File: config.mk
export PLATFORM = sky130hd
export DESIGN_NAME = adcmad_queue
export DESIGN_NICKNAME = d
export VERILOG_FILES = /design/src/hw/rtl/adcmad_pkg.sv /design/src/hw/rtl/adcmad_queue.sv
export SDC_FILE = /design/constraint.sdc
export NUM_CORES = 1
export LEC_CHECK = 0
export BUFFER_PORTS_ARGS = -buffer_cell sky130_fd_sc_hd__buf_2
export CORE_ASPECT_RATIO = 0.7
export CORE_MARGIN = 8
export CORE_UTILIZATION = 43
export CTS_CLUSTER_DIAMETER = 150
export DETAILED_ROUTE_END_ITERATION = 7
export PLACE_DENSITY = 0.7
export SLEW_MARGIN = 20
export SYNTH_ARGS = -nofsm -noshare
export SYNTH_HDL_FRONTEND = slang
export SYNTH_SLANG_ARGS = --single-unit
export TNS_END_PERCENT = 30
File: constraint.sdc
create_clock -name clk_i -period 1.7 [get_ports clk_i]
set_input_delay 0.17 -clock clk_i [delete_from_list [all_inputs] [get_ports clk_i]]
set_output_delay 0.17 -clock clk_i [all_outputs]
set_load 0.01 [all_outputs]
File: src/hw/rtl/adcmad_pkg.sv
// Shared types and constants of the converter moving-average / dead-band unit.
`default_nettype none

package adcmad_pkg;

  // Field widths fixed by the item format
  localparam int unsigned CHAN_W    = 5;
  localparam int unsigned BYTE_W    = 8;
  localparam int unsigned VAL_W     = 10;
  localparam int unsigned CFG_IDX_W = 2;
  localparam int unsigned VAL_MAX   = (2 ** VAL_W) - 1;

  // Sample value assembly masks
  localparam logic [VAL_W-1:0] VALUE_HIGH_MASK = 10'h300;
  localparam logic [VAL_W-1:0] VALUE_LOW_MASK  = 10'h0FF;

  // Register indexes
  localparam logic [CFG_IDX_W-1:0] CFG_DEAD_BAND = 2'd0;
  localparam logic [CFG_IDX_W-1:0] CFG_MIN_VALUE = 2'd1;
  localparam logic [CFG_IDX_W-1:0] CFG_MAX_VALUE = 2'd2;

  // Register reset values
  localparam logic [VAL_W-1:0] DEAD_BAND_RST = 10'd4;
  localparam logic [VAL_W-1:0] MIN_VALUE_RST = 10'd0;
  localparam logic [VAL_W-1:0] MAX_VALUE_RST = 10'd1023;

  // Request kind codes on the input channel
  localparam logic KIND_SAMPLE = 1'b0;
  localparam logic KIND_FLAG   = 1'b1;

  // Depth of the queue between front and back
  localparam int unsigned QUEUE_DEPTH = 2;

  // Classified request kind
  typedef enum logic [1:0] {
    ITEM_SAMPLE = 2'd0,
    ITEM_FLAG   = 2'd1,
    ITEM_SKIP   = 2'd2
  } item_kind_e;

  typedef struct packed {
    item_kind_e        kind;
    logic [CHAN_W-1:0] channel;
    logic [VAL_W-1:0]  sample;
    logic              flag;
  } item_t;

  typedef struct packed {
    logic [VAL_W-1:0] dead_band;
    logic [VAL_W-1:0] clamp_lo;
    logic [VAL_W-1:0] clamp_hi;
  } cfg_t;

  typedef struct packed {
    logic [CHAN_W-1:0] channel_out;
    logic [VAL_W-1:0]  reported_value;
    logic              updated_flag;
    logic              changed_now;
  } rsp_t;

endpackage

`default_nettype wire

File: src/hw/rtl/adcmad_queue.sv
// Short FIFO of classified requests between the front and back stages.
`default_nettype none

module adcmad_queue (
  input  wire logic               clk_i,
  input  wire logic               rst_ni,
  input  wire adcmad_pkg::item_t  push_item_i,
  input  wire logic               push_valid_i,
  output logic                    push_ready_o,
  output adcmad_pkg::item_t       pop_item_o,
  output logic                    pop_valid_o,
  input  wire logic               pop_ready_i
);

  localparam int unsigned DEPTH = adcmad_pkg::QUEUE_DEPTH;
  localparam int unsigned PTR_W = (DEPTH > 1) ? $clog2(DEPTH) : 1;
  localparam int unsigned CNT_W = $clog2(DEPTH + 1);

  adcmad_pkg::item_t  mem_q [DEPTH];
  logic [PTR_W-1:0]   wr_ptr_q, wr_ptr_d, rd_ptr_q, rd_ptr_d;
  logic [CNT_W-1:0]   count_q, count_d;
  logic               push, pop;

  assign push_ready_o = (count_q != CNT_W'(DEPTH));
  assign pop_valid_o  = (count_q != '0);
  assign push         = push_valid_i && push_ready_o;
  assign pop          = pop_valid_o && pop_ready_i;
  assign pop_item_o   = mem_q[rd_ptr_q];

  // Pointer and fill count update
  always_comb begin
    wr_ptr_d = wr_ptr_q;
    rd_ptr_d = rd_ptr_q;
    count_d  = count_q;
    if (push) begin
      wr_ptr_d = (wr_ptr_q == PTR_W'(DEPTH - 1)) ? '0 : PTR_W'(wr_ptr_q + 1'b1);
    end
    if (pop) begin
      rd_ptr_d = (rd_ptr_q == PTR_W'(DEPTH - 1)) ? '0 : PTR_W'(rd_ptr_q + 1'b1);
    end
    if (push && !pop) begin
      count_d = CNT_W'(count_q + 1'b1);
    end else if (pop && !push) begin
      count_d = CNT_W'(count_q - 1'b1);
    end
  end

  always_ff @(posedge clk_i or negedge rst_ni) begin
    if (!rst_ni) begin
      wr_ptr_q <= '0;
      rd_ptr_q <= '0;
      count_q  <= '0;
    end else begin
      wr_ptr_q <= wr_ptr_d;
      rd_ptr_q <= rd_ptr_d;
      count_q  <= count_d;
    end
  end

  always_ff @(posedge clk_i) begin
    if (push) begin
      mem_q[wr_ptr_q] <= push_item_i;
    end
  end

  // Fill count stays in range
  a_count_range: assert property (@(posedge clk_i) disable iff (!rst_ni)
    count_q <= CNT_W'(DEPTH))
    else $error("queue count out of range");

  // A full queue keeps its entries until a pop
  a_no_overflow: assert property (@(posedge clk_i) disable iff (!rst_ni)
    (count_q == CNT_W'(DEPTH)) && !pop |=> count_q == CNT_W'(DEPTH))
    else $error("queue lost an entry while full");

  // Count rises by one on a push without a pop
  a_count_step: assert property (@(posedge clk_i) disable iff (!rst_ni)
    push && !pop |=> count_q == CNT_W'($past(count_q) + 1'b1))
    else $error("queue count did not follow push");

endmodule

`default_nettype wire

==> impl_metrics.env <==
export IMPL_status="finished clean"
export IMPL_synth_cells=74
export IMPL_die_h_um=66.1
export IMPL_die_area_um2=5790
export IMPL_synth_area_um2=1540
export IMPL_yosysWarnings=0
export IMPL_start_util=0.442
export IMPL_r2r_slack_ns=0.17
export IMPL_tns_ns=0
export IMPL_num_nets_final=148
export IMPL_grt_max_degree=19
export IMPL_area_growth_pct=25.6
export IMPL_track_usage=0.0986
export IMPL_skew_ns=0.00399
export IMPL_slew_limit_headroom=0.827
export IMPL_drt_iter0_markers=30
export IMPL_cts_tree="done"
export IMPL_wl_per_cell_um=14.9
export IMPL_totalWireLength_mm=2.62
export IMPL_worst_pin_slew_ns=0.259
export IMPL_crit_type="flop to output port"
export IMPL_numCtsBuffers=5
export IMPL_drc=0
export IMPL_final_cells=176
export IMPL_gp_congestion=0.710
export IMPL_dp_cells=167
export IMPL_core_area_um2=3490
export IMPL_cts_root_buffer="clkbuf_8"
export IMPL_portBuffers=41
export IMPL_die_x_um=87.6
export IMPL_drtAntennaViolNets=0
export IMPL_switching_power_uw=973
export IMPL_clockBufferDepth=2
export IMPL_post_cts_buffers=0
export IMPL_period_minus_slack_ns=1.61
export IMPL_critPathCaptureType="output port"
export IMPL_layout_common_cells="41 x buf_2, 36 x edfxtp_1, 9 x mux2_4, 9 x mux2_2, 5 x clkbuf_8"
export IMPL_clock_fmax_ghz=0.620
export IMPL_syn_avg_cell_area_um2=20.8
export IMPL_holdWs_ns=0.0626
export IMPL_via_per_inst=4.57
export IMPL_irDropWorstVdd_uv=899
export IMPL_synth_fp_nets=97
export IMPL_diodes=0
export IMPL_pin_count=42
export IMPL_synth_cell_type_count=15
export IMPL_p_clk_frac=0.232
export IMPL_critPathMaxFanout=7
export IMPL_critPathRequiredTime_ns=1.53
export IMPL_power_per_cell_area_nw_per_um2=1720
export IMPL_hold_path_class="primary input to flop"
export IMPL_swShare=0.292
export IMPL_grt_pass1_vias=959
export IMPL_drv_cap=0
export IMPL_final_hold_viol_count=0
export IMPL_p_seq_frac=0.439
export IMPL_via_count=804
export IMPL_clk_latency_ns=0.29
export IMPL_grt_pass1_wl_mm=4.17
export IMPL_cts_sinks=40
export IMPL_p_int_mw=2.36
export IMPL_dp_hpwl_mm=1.87
export IMPL_p_leak_nw=0.778
export IMPL_final_common_cell="buf_2"
export IMPL_combPwrFrac=0.329
export IMPL_rows=18
export IMPL_grt_antenna_before_repair=0
export IMPL_seq_area_frac_synth=0.766
export IMPL_worst_endpoint_arrival_ns=1.44
export IMPL_post_route_period_util=0.948
export IMPL_cts_htree_levels=2
export IMPL_finalSetupViolations=0
export IMPL_first_pass_iters=4
export IMPL_clkTransAtPathRegs_ns=0.08
export IMPL_drive_gt1_frac=0.579
export IMPL_maxSlewViolCount=0
export IMPL_synth_seq_cells=40
export IMPL_grt_overflow_total=0
export IMPL_startpoint_type="flop"
export IMPL_rsz0062_at_grt="false"
-- state kept, by name, summed over array words and instances, names as in the netlist --
name      cells
mem_q        36
count_q       2
rd_ptr_q      1
wr_ptr_q      1
-- power groups by stage --
stage | Clock (mW) | Combinational (mW) | Sequential (mW)
floorplan | 0 | 0.809 | 1.44
global placement | 0 | 1.10 | 1.47
detailed placement | 0 | 1.12 | 1.48
CTS | 0.796 | 1.13 | 1.47
global route | 0.835 | 1.19 | 1.49
finish | 0.775 | 1.10 | 1.46
-- metal layers --
metal  share of wire  track usage  vias up
met5               0            0        -
met4           0.013       0.0554        0
met3            0.11       0.0571        5
met2            0.46        0.157       39
met1            0.41        0.100      380
li1                -            -      380
-- layout make-up --
type	count	area [µm²]
fillers	290	1550
clock inverters	3	46.3
repair buffers	46	245
multi-input cells	31	329
flip-flops and latches	40	1180
clock buffers	5	68.8
well taps	50	62.6
inverters	1	3.75
-- cells in the mapped netlist --
library cell  count  area share
edfxtp_1         36        0.70
buf_12            1       0.013
mux2_2            9       0.066
xnor2_1           3       0.017
buf_6             1      0.0073
nor2_1            2      0.0049
inv_1             1      0.0024
and3_1            1      0.0041
or2_1             1      0.0041
mux2_4            9       0.088
nand2_1           2      0.0049
xor2_1            2       0.011
dfrtp_1           4       0.065
ha_1              1      0.0081
nand2b_1          1      0.0041
-- path summary, 6_finish.rpt --
check,from,depth (start not counted),endpoint
setup / recovery,rd_ptr_q$_DFFE_PN0P_,3,pop_item_o[7]
hold / removal,push_item_i[3],1,mem_q[1][3]$_DFFE_PP_
setup reg to reg,count_q[0]$_DFFE_PN0P_,7,count_q[1]$_DFFE_PN0P_
hold reg to reg,count_q[1]$_DFFE_PN0P_,1,count_q[1]$_DFFE_PN0P_
max in group asynchronous,rst_ni,2,rd_ptr_q$_DFFE_PN0P_
min in group asynchronous,rst_ni,2,rd_ptr_q$_DFFE_PN0P_
-- per-stage QoR --
stage                     instance area (µm²)  power, mW  worst slack, ns   util
after floorplan                          1550       2.25            0.118      -
after CTS                                1940       3.39           0.0613  0.555
after global placement                   1810       2.57            0.297  0.519
final                                    1940       3.33           0.0877  0.555
after global routing                     1940       3.51           0.0175  0.555
after detailed placement                 1810       2.60            0.179  0.519
-- logic make-up (layout without fill, tap and decap cells) --
group         after synthesis  count (layout)  share of synthesized area
simple gates                7               7                     0.0219
xor+xnor                    5               5                     0.0284
flops                      40              40                      0.766
fa+ha+maj                   1               1                    0.00811
mux                        18              18                      0.153
buf+inv                     3              55                     0.0227
-- critical path, cell delays in order, from the launching register on --
cell and delay, ns:
dfrtp_2 0.44, buf_4 0.21, mux2_2 0.36, buf_2 0.14
-- timing repair --
| item | in CTS | in global routing |
|---|---|---|
| setup endpoints to repair | 3 | 0 |
| hold buffers | 1 | 0 |
| gates resized for setup | 1 | 0 |
| hold endpoints to repair | 4 | 0 |
No activity file was read; power rests on OpenSTA's default activity.
