--- src/hw/rtl/adcmad_pkg.sv ---
// Shared types and constants of the converter moving-average / dead-band unit.
`default_nettype none

package adcmad_pkg;

  // Field widths fixed by the item format
  localparam int unsigned CHAN_W    = 5;
  localparam int unsigned BYTE_W    = 8;
  localparam int unsigned VAL_W     = 10;
  localparam int unsigned CFG_IDX_W = 2;
  localparam int unsigned VAL_MAX   = (2 ** VAL_W) - 1;

  // Sample value assembly masks
  localparam logic [VAL_W-1:0] VALUE_HIGH_MASK = 10'h300;
  localparam logic [VAL_W-1:0] VALUE_LOW_MASK  = 10'h0FF;

  // Register indexes
  localparam logic [CFG_IDX_W-1:0] CFG_DEAD_BAND = 2'd0;
  localparam logic [CFG_IDX_W-1:0] CFG_MIN_VALUE = 2'd1;
  localparam logic [CFG_IDX_W-1:0] CFG_MAX_VALUE = 2'd2;

  // Register reset values
  localparam logic [VAL_W-1:0] DEAD_BAND_RST = 10'd4;
  localparam logic [VAL_W-1:0] MIN_VALUE_RST = 10'd0;
  localparam logic [VAL_W-1:0] MAX_VALUE_RST = 10'd1023;

  // Request kind codes on the input channel
  localparam logic KIND_SAMPLE = 1'b0;
  localparam logic KIND_FLAG   = 1'b1;

  // Depth of the queue between front and back
  localparam int unsigned QUEUE_DEPTH = 2;

  // Classified request kind
  typedef enum logic [1:0] {
    ITEM_SAMPLE = 2'd0,
    ITEM_FLAG   = 2'd1,
    ITEM_SKIP   = 2'd2
  } item_kind_e;

  typedef struct packed {
    item_kind_e        kind;
    logic [CHAN_W-1:0] channel;
    logic [VAL_W-1:0]  sample;
    logic              flag;
  } item_t;

  typedef struct packed {
    logic [VAL_W-1:0] dead_band;
    logic [VAL_W-1:0] clamp_lo;
    logic [VAL_W-1:0] clamp_hi;
  } cfg_t;

  typedef struct packed {
    logic [CHAN_W-1:0] channel_out;
    logic [VAL_W-1:0]  reported_value;
    logic              updated_flag;
    logic              changed_now;
  } rsp_t;

endpackage

`default_nettype wire

--- src/hw/rtl/adcmad_if.sv ---
// Request and response channel interfaces of the moving-average / dead-band unit.
`default_nettype none

interface adcmad_req_if;
  logic                            valid;
  logic                            ready;
  logic                            kind;
  logic [adcmad_pkg::CHAN_W-1:0]   channel;
  logic [adcmad_pkg::BYTE_W-1:0]   rx_high;
  logic [adcmad_pkg::BYTE_W-1:0]   rx_low;
  logic                            flag_value;

  modport source (output valid, kind, channel, rx_high, rx_low, flag_value, input ready);
  modport sink   (input valid, kind, channel, rx_high, rx_low, flag_value, output ready);
endinterface


`default_nettype wire

--- src/hw/rtl/adcmad_front.sv ---
// Front stage: accepts requests, assembles the sample and classifies the request.
`default_nettype none

module adcmad_front #(
  parameter int unsigned CHANNELS = 32
) (
  input  wire logic          clk_i,
  input  wire logic          rst_ni,
  adcmad_req_if.sink         req_i,
  output adcmad_pkg::item_t  push_item_o,
  output logic               push_valid_o,
  input  wire logic          push_ready_i
);

  localparam int unsigned CMP_W = 7;

  logic              hold_valid_q, hold_valid_d;
  adcmad_pkg::item_t hold_q, item_c;
  logic              accept;
  logic [adcmad_pkg::VAL_W-1:0] sample_c;

  // Take a new request whenever the holding register is empty or empties this cycle
  assign req_i.ready = !hold_valid_q || push_ready_i;
  assign accept      = req_i.valid && req_i.ready;

  // Assemble the 10-bit value from the two bytes
  assign sample_c = ((adcmad_pkg::VAL_W'(req_i.rx_high) << 8) & adcmad_pkg::VALUE_HIGH_MASK)
                  | (adcmad_pkg::VAL_W'(req_i.rx_low) & adcmad_pkg::VALUE_LOW_MASK);

  // Classify: channels past the configured count are answered without state
  always_comb begin
    item_c.channel = req_i.channel;
    item_c.sample  = sample_c;
    item_c.flag    = req_i.flag_value;
    if (CMP_W'(req_i.channel) >= CMP_W'(CHANNELS)) begin
      item_c.kind = adcmad_pkg::ITEM_SKIP;
    end else if (req_i.kind == adcmad_pkg::KIND_FLAG) begin
      item_c.kind = adcmad_pkg::ITEM_FLAG;
    end else begin
      item_c.kind = adcmad_pkg::ITEM_SAMPLE;
    end
  end

  assign hold_valid_d = accept || (hold_valid_q && !push_ready_i);

  always_ff @(posedge clk_i or negedge rst_ni) begin
    if (!rst_ni) begin
      hold_valid_q <= 1'b0;
    end else begin
      hold_valid_q <= hold_valid_d;
    end
  end

  always_ff @(posedge clk_i) begin
    if (accept) begin
      hold_q <= item_c;
    end
  end

  assign push_valid_o = hold_valid_q;
  assign push_item_o  = hold_q;

endmodule

`default_nettype wire

--- src/flat_wrapper.sv ---
// flat-port wrapper written by rule: the top's interface ports become plain ports
module adcmad_front_flat 
#(
  parameter int unsigned CHANNELS = 32
)
  (clk_i, rst_ni, push_item_o, push_valid_o, push_ready_i, req_i_valid, req_i_kind, req_i_channel, req_i_rx_high, req_i_rx_low, req_i_flag_value, req_i_ready);
  adcmad_req_if req_i_i ();
  input  wire logic clk_i;
  input  wire logic rst_ni;
  output adcmad_pkg::item_t push_item_o;
  output logic push_valid_o;
  input  wire logic push_ready_i;
  input wire logic [$bits(req_i_i.valid)-1:0] req_i_valid;
  input wire logic [$bits(req_i_i.kind)-1:0] req_i_kind;
  input wire logic [$bits(req_i_i.channel)-1:0] req_i_channel;
  input wire logic [$bits(req_i_i.rx_high)-1:0] req_i_rx_high;
  input wire logic [$bits(req_i_i.rx_low)-1:0] req_i_rx_low;
  input wire logic [$bits(req_i_i.flag_value)-1:0] req_i_flag_value;
  output wire logic [$bits(req_i_i.ready)-1:0] req_i_ready;
  assign req_i_i.valid = req_i_valid;
  assign req_i_i.kind = req_i_kind;
  assign req_i_i.channel = req_i_channel;
  assign req_i_i.rx_high = req_i_rx_high;
  assign req_i_i.rx_low = req_i_rx_low;
  assign req_i_i.flag_value = req_i_flag_value;
  assign req_i_ready = req_i_i.ready;
  adcmad_front #(.CHANNELS(CHANNELS)) u_core (.clk_i(clk_i), .rst_ni(rst_ni), .req_i(req_i_i), .push_item_o(push_item_o), .push_valid_o(push_valid_o), .push_ready_i(push_ready_i));
endmodule
--- config.mk ---
export PLATFORM = sky130hd
export DESIGN_NAME = adcmad_front_flat
export DESIGN_NICKNAME = d
export VERILOG_FILES = /design/src/hw/rtl/adcmad_pkg.sv /design/src/hw/rtl/adcmad_if.sv /design/src/hw/rtl/adcmad_front.sv /design/src/flat_wrapper.sv
export SDC_FILE = /design/constraint.sdc
export NUM_CORES = 1
export LEC_CHECK = 0
export ABC_AREA = 1
export BUFFER_PORTS_ARGS = -buffer_cell sky130_fd_sc_hd__buf_2
export CORE_MARGIN = 2
export CORE_UTILIZATION = 36
export DETAILED_ROUTE_END_ITERATION = 6
export PLACE_DENSITY = 0.76
export SLEW_MARGIN = 20
export SYNTH_ARGS = -nofsm -noshare
export SYNTH_HDL_FRONTEND = slang
export SYNTH_SLANG_ARGS = --single-unit
--- constraint.sdc ---
create_clock -name clk_i -period 2 [get_ports clk_i]
set_input_delay 0.1 -clock clk_i [delete_from_list [all_inputs] [get_ports clk_i]]
set_output_delay 0.1 -clock clk_i [all_outputs]
set_load 0.005 [all_outputs]
==> summary.md, run 1 <==
| Metric | Value |
|---|---|
| Status | completed |
| Layout cells sized above 1 | 51.2% |
| Worst IR drop on VDD | 0.000402 V |
| Post-route DRC | 0 |
| Peak Freq | 903 MHz |
| GPL Wtd Cong | 0.581 |
| WS Path Type | register to register |
| Starting Density | 38.1% |
| Top Family by Delay on Critical Path | flip-flops |
| Critical path data arrival time | roughly 1100 ps |
| Clock share of power | between 20% and 30% |
| CP required | 1990 ps |
| Worst reg2reg startpoint | u_core.push_valid_o |
| RSZ-0062 raised after global routing | no |
| Clk sink count | 18 |
| Max stage delay on crit path | about 400 ps |
| Max capacitance violation total | 0 |
| FF+latch count, synth | 18 |
| Post-Syn Instances | 25 |
| Setup tns final | 0 ps |
| Hold Fails Final Rpt | 0 |
| Area grow syn2layout | 76.2% |
| Pint | 0.600 mW |
| Critical path endpoint | u_core.push_item_o[10] |
| Commonest non-fill, non-tap cell in the layout | buf_2 |
| Worst Clk Skew | 2.93 ps |
| Hold-fix buffers at CTS | 18 |
| Die area | 0.00191 mm² |
| Critical Path Stages | 2 |
| Clk_lat worst skew | 290 ps |
| Kind of end point of the critical path | register |
| Highest-delay cell along the critical path | dfrtp_1 |
| YS warnings | 0 |
| DRT iter0 DRCs | 4 |
| CP startpoint | u_core.push_valid_o |
| Clk buf depth | 2 |
| Vias | between 400 and 500 |
| Flop2flop setup slack | just under 900 ps |
| # Post-CTS Setup Buffers | 0 |
| Routed WL | 1350 µm |
| Clock transition at path regs | approximately 100 ps |
| Logic gate share of total power | 11.3% |
| Hold WC Path Type | primary input to register |
| Pre-antenna DRT Iters | 3 |
| Port-buffer cells | 39 |
| Critical path cell sequence | a21oi_1 -> buf_4 |
| CTS Buf Count | 3 |
| Register area share after synthesis | between 90% and 100% |
| Reg2Reg Depth | 2 |
| GRT Util Overall | 14.5% |
| Minimum clock period after layout | 1110 ps |
| Commonest non-fill, non-tap cells in the layout | buf_2, dlygate4sd3_1, edfxtp_1 |
| Initial antenna violation count | 0 |
| Die Wd | 43.7 µm |
| Synth Cell Area | 567 µm² |
| Synth cell types | 7 |
| # setup viols final | 0 |
| Pwr Total | 0.748 mW |
| Final count of pins violating max slew | 0 |
| Root Driver | clkbuf_4 |
| Switch Pwr | 0.148 mW |
| Startpoint types | register |
| Sequential share of power | 59.0% |
| Lkg Pwr | 0.447 nW |
| Reg2reg end | u_core.push_item_o[10] |
| Critical path fanouts, max | 17 |
| IO Pins | 47 |
| Height of the die | 43.7 µm |
| Routed len/inst | 13.3 µm |
| Grt total ovfl | 0 |
| Pwr/cell area | 749 mW/mm² |
| Syn nets | 52 |
| First-pass GRT wire length | a little under 2000 µm |
| Vias in the first global route | 450 |
| Post-CTS sizing | 0 |
| Post-DP HPWL | 841 µm |
| H-tree lvl count | 1 |
| CP Buf/Inv Count | 1 |
| Largest net degree at the start of global routing | 18 |
| N_diodes | 0 |
| Core ar. | ~0.0015 mm² |
| Row cnt | 14 |
| CTS tree | done |
| Fin crit share | 55.4% |
| Final net count | about 110 |
| Syn avg cell area | ~23 µm² |
| Sw frac | 19.8% |
| Final ANT Viol Nets | 0 |
| Via-to-Cell Ratio | 4.31 |
==> metrics by stage <==
stage	worst slack [ps]	area, µm²	std cells	util [%]	hold WS (ps)
3_5_place_dp	898	782	80	52.5	-122
5_1_grt	782	998	102	67.1	7.43
3_3_place_gp	913	782	80	52.5	-125
6_report	893	998	102	67.1	17.0
2_1_floorplan	309	567	25	-	-196
4_1_cts	882	998	102	67.1	12.8
==> area by class of cell <==
class	count	area (µm²)
fill	106	490
timing repair buffer	58	383
clock buffer	4	36.3
multi-input combinational	4	16.3
sequential	18	536
inverter	2	7.51
tap	16	20.0
==> routing by layer <==
metal / GRT usage, % / vias up / share of wire (%)
met5: 0 / - / 0
met4: 5.45 / 0 / 0
met3: 3.75 / 0 / 3.7
met2: 27.6 / 14 / 60
met1: 14.8 / 216 / 36
li1: - / 210 / -
==> cell usage after synthesis <==
cell | n | share of area, %
edfxtp_1 | 17 | 90
conb_1 | 1 | 0.66
buf_4 | 1 | 1.3
a21oi_1 | 1 | 0.88
nand2_1 | 2 | 1.3
inv_1 | 2 | 1.3
dfrtp_1 | 1 | 4.4
==> sequential cells by signal (all words and copies together), names as in the netlist <==
signal,flops
u_core.push_valid_o,1
u_core.push_item_o,17
==> power groups by stage <==
stage	logic [mW]	registers (mW)	clock network [mW]
after floorplan	0.0112	0.454	0
after global placement	0.0542	0.449	0
after detailed placement	0.0569	0.450	0
after CTS	0.0842	0.442	0.222
after global routing	0.0912	0.444	0.240
final	0.0847	0.442	0.222
==> how the worst min path moves through the flow <==
stage | cells past startpoint | start | end
after floorplan | 0 | rst_ni | u_core.push_valid_o
after global placement | 1 | rst_ni | u_core.push_valid_o
after detailed placement | 1 | rst_ni | u_core.push_valid_o
after CTS | 3 | req_i_valid | u_core.push_valid_o
after global routing | 3 | req_i_valid | u_core.push_valid_o
final | 3 | req_i_valid | u_core.push_valid_o
==> kinds of logic after synthesis <==
group | synth area share (%)
flip-flops | 94.5
buffers and inverters | 2.65
AND/OR/NAND/NOR | 1.32
AO/OA/AOI/OAI | 0.882
other | 0.662
==> worst register-to-register path, stage by stage, from the launching register on <==
cell	delay, ps
dfrtp_1	400
a21oi_1	150
buf_4	260
(Power assumes the default switching activity.)
==> run 2: changes to the inputs <==
Settings changed: CORE_UTILIZATION 36 to 32, PLACE_DENSITY 0.76 to 0.71.
Clock period 2 ns to 0.95 ns, I/O delays scaled along.
==> summary.md, run 2 (synthesized netlist as in run 1, its figures left out) <==
| Metric | Value |
|---|---|
| Status | finished with violations |
| Failing checks | negative setup slack |
| Pwr/cell area | 1500 mW/mm² (+100%) |
| Fin crit share | 110% |
| Core ar. | 0.00169 mm² (+13%) |
| Height of the die | 46.1 µm (+5.5%) |
| WS Path Type | register to primary output |
| Reg2Reg Depth | 2 (unchanged) |
| Die Wd | 46.1 µm (+5.5%) |
| Commonest non-fill, non-tap cells in the layout | buf_2, dlygate4sd3_1, edfxtp_1 |
| Worst Clk Skew | 8.02 ps (+5.09 ps) |
| Most Frequent Cell on Critical Path | buf_6 |
| Port-buffer cells | 39 (unchanged) |
| Routed WL | 1330 µm (-1.7%) |
| Critical path data arrival time | 1000 ps (-100 ps) |
| IO Pins | 47 (unchanged) |
| N_diodes | 0 (unchanged) |
| Commonest non-fill, non-tap cell in the layout | buf_2 |
| Critical path cell sequence | buf_6 -> nand2_4 -> buf_6 |
| Lkg Pwr | 0.474 nW (+5.9%) |
| Max stage delay on crit path | 430 ps (+30 ps) |
| Layout cells sized above 1 | 53.9% (+2.8 points) |
| Grt total ovfl | 0 (unchanged) |
| Max capacitance violation total | 0 (unchanged) |
| Worst IR drop on VDD | 0.00102 V (+150%) |
| Largest net degree at the start of global routing | 18 (unchanged) |
| Kind of end point of the critical path | primary output |
| GPL Wtd Cong | 0.629 (+8.2%) |
| Vias in the first global route | 491 (+9.1%) |
| Root Driver | clkbuf_4 |
| First-pass GRT wire length | 1870 µm (-3.3%) |
| CP required | 900 ps (-1090 ps) |
| Reg2reg end | u_core.push_item_o[0] |
| Max FFs per register | 17 (unchanged) |
| H-tree lvl count | 1 (unchanged) |
| CTS Buf Count | 3 (unchanged) |
| Initial antenna violation count | 0 (unchanged) |
| Vias | 453 (+3.0%) |
| Post-route DRC | 0 (unchanged) |
| Die area | 0.00212 mm² (+11%) |
| # setup viols final | 19 (+19) |
| Starting Density | 33.6% (-4.5 points) |
| Clk buf depth | 2 (unchanged) |
| Row cnt | 15 (+1) |
| Clock transition at path regs | 100 ps (about the same) |
| Setup tns final | -1700 ps (-1700 ps) |
| DRT iter0 DRCs | 1 (-3) |
| Worst reg2reg startpoint | u_core.push_valid_o |
| Final count of pins violating max slew | 0 (unchanged) |
| Critical Path Stages | 3 (+1) |
| Clk sink count | 18 (unchanged) |
| Final ANT Viol Nets | 0 (unchanged) |
| Flop2flop setup slack | -100 ps (-990 ps) |
| Pwr Total | 1.59 mW (+110%) |
| Area grow syn2layout | 88.1% |
| Pre-antenna DRT Iters | 2 (-1) |
| Routed len/inst | 12.6 µm (-5.4%) |
| Startpoint types | register |
| Via-to-Cell Ratio | 4.27 (-0.93%) |
| Final net count | 117 (+2.6%) |
| Critical path fanouts, max | 2 (-15) |
| Minimum clock period after layout | between 1000 and 1500 ps |
| Setup ws final | -98.6 ps (-991 ps) |
| Top Family by Delay on Critical Path | flip-flops |
| CTS tree | done |
| GRT Util Overall | 13.2% (-1.3 points) |
| Highest-delay cell along the critical path | dfrtp_1 |
| CP Buf/Inv Count | 2 (+1) |
| Hold Fails Final Rpt | 0 (unchanged) |
| Peak Freq | 954 MHz |
| Clk_lat worst skew | 280 ps (about the same) |
| Hold WC Path Type | primary input to asynchronous set/reset pin |
| RSZ-0062 raised after global routing | yes |
[run 2: stage by stage]
| step | util, % | cell area [µm²] | hold WS [ps] | worst slack (ps) | instances |
|---|---|---|---|---|---|
| after global placement | 48.2 | 815 | -176 | -47.9 | 82 |
| after CTS | 62.0 | 1050 | 33.1 | -123 | 105 |
| final | 63.1 | 1070 | 46.8 | -98.6 | 106 |
| after global routing | 63.1 | 1070 | 42.2 | -133 | 106 |
| after detailed placement | 48.2 | 815 | -176 | -54.9 | 82 |
| after floorplan | - | 578 | -248 | -194 | 25 |
[run 2: per-layer routing]
layer,up-vias,share of wire [%],global-route usage (%)
li1,216,-,-
met2,37,48,23.9
met4,0,0,8.57
met5,-,0,0
met3,0,14,5.88
met1,200,38,11.4
[run 2: power by group]
part / switching (mW) / total [mW] / internal [mW]
logic: 0.0761 / 0.212 / 0.136
registers: 0.0125 / 0.932 / 0.919
clock network: 0.218 / 0.451 / 0.233
total: 0.306 / 1.59 / 1.29
[run 2: timing repair]
item | 4_1_cts | 5_1_grt
hold buffers | 19 | 0
resized for setup | 2 | 2
endpoints found under the hold margin | 19 | 0
buffers inserted | 0 | 1
setup endpoints to repair | 19 | 19
[run 2: cell type report]
cell class,count,area (µm²)
Timing Repair Buffer,61,430
Fill cell,124,623
Clock buffer,4,36.3
Multi-Input combinational cell,4,35.0
Inverter,2,7.51
Tap cell,17,21.3
Sequential cell,18,536
[run 2: worst register-to-register path: stages, from the launching register on]
cell,delay (ps)
dfrtp_1,430
a21oi_4,160
buf_12,170
[run 2: how the worst max path moves through the flow]
stage / startpoint / end / slack, ps
final: u_core.push_valid_o / req_i_ready / -100
after detailed placement: u_core.push_valid_o / u_core.push_item_o[5] / -50
after global routing: u_core.push_valid_o / req_i_ready / -130
after CTS: u_core.push_valid_o / req_i_ready / -120
after floorplan: u_core.push_valid_o / u_core.push_item_o[0] / -190
after global placement: u_core.push_valid_o / u_core.push_item_o[0] / -50
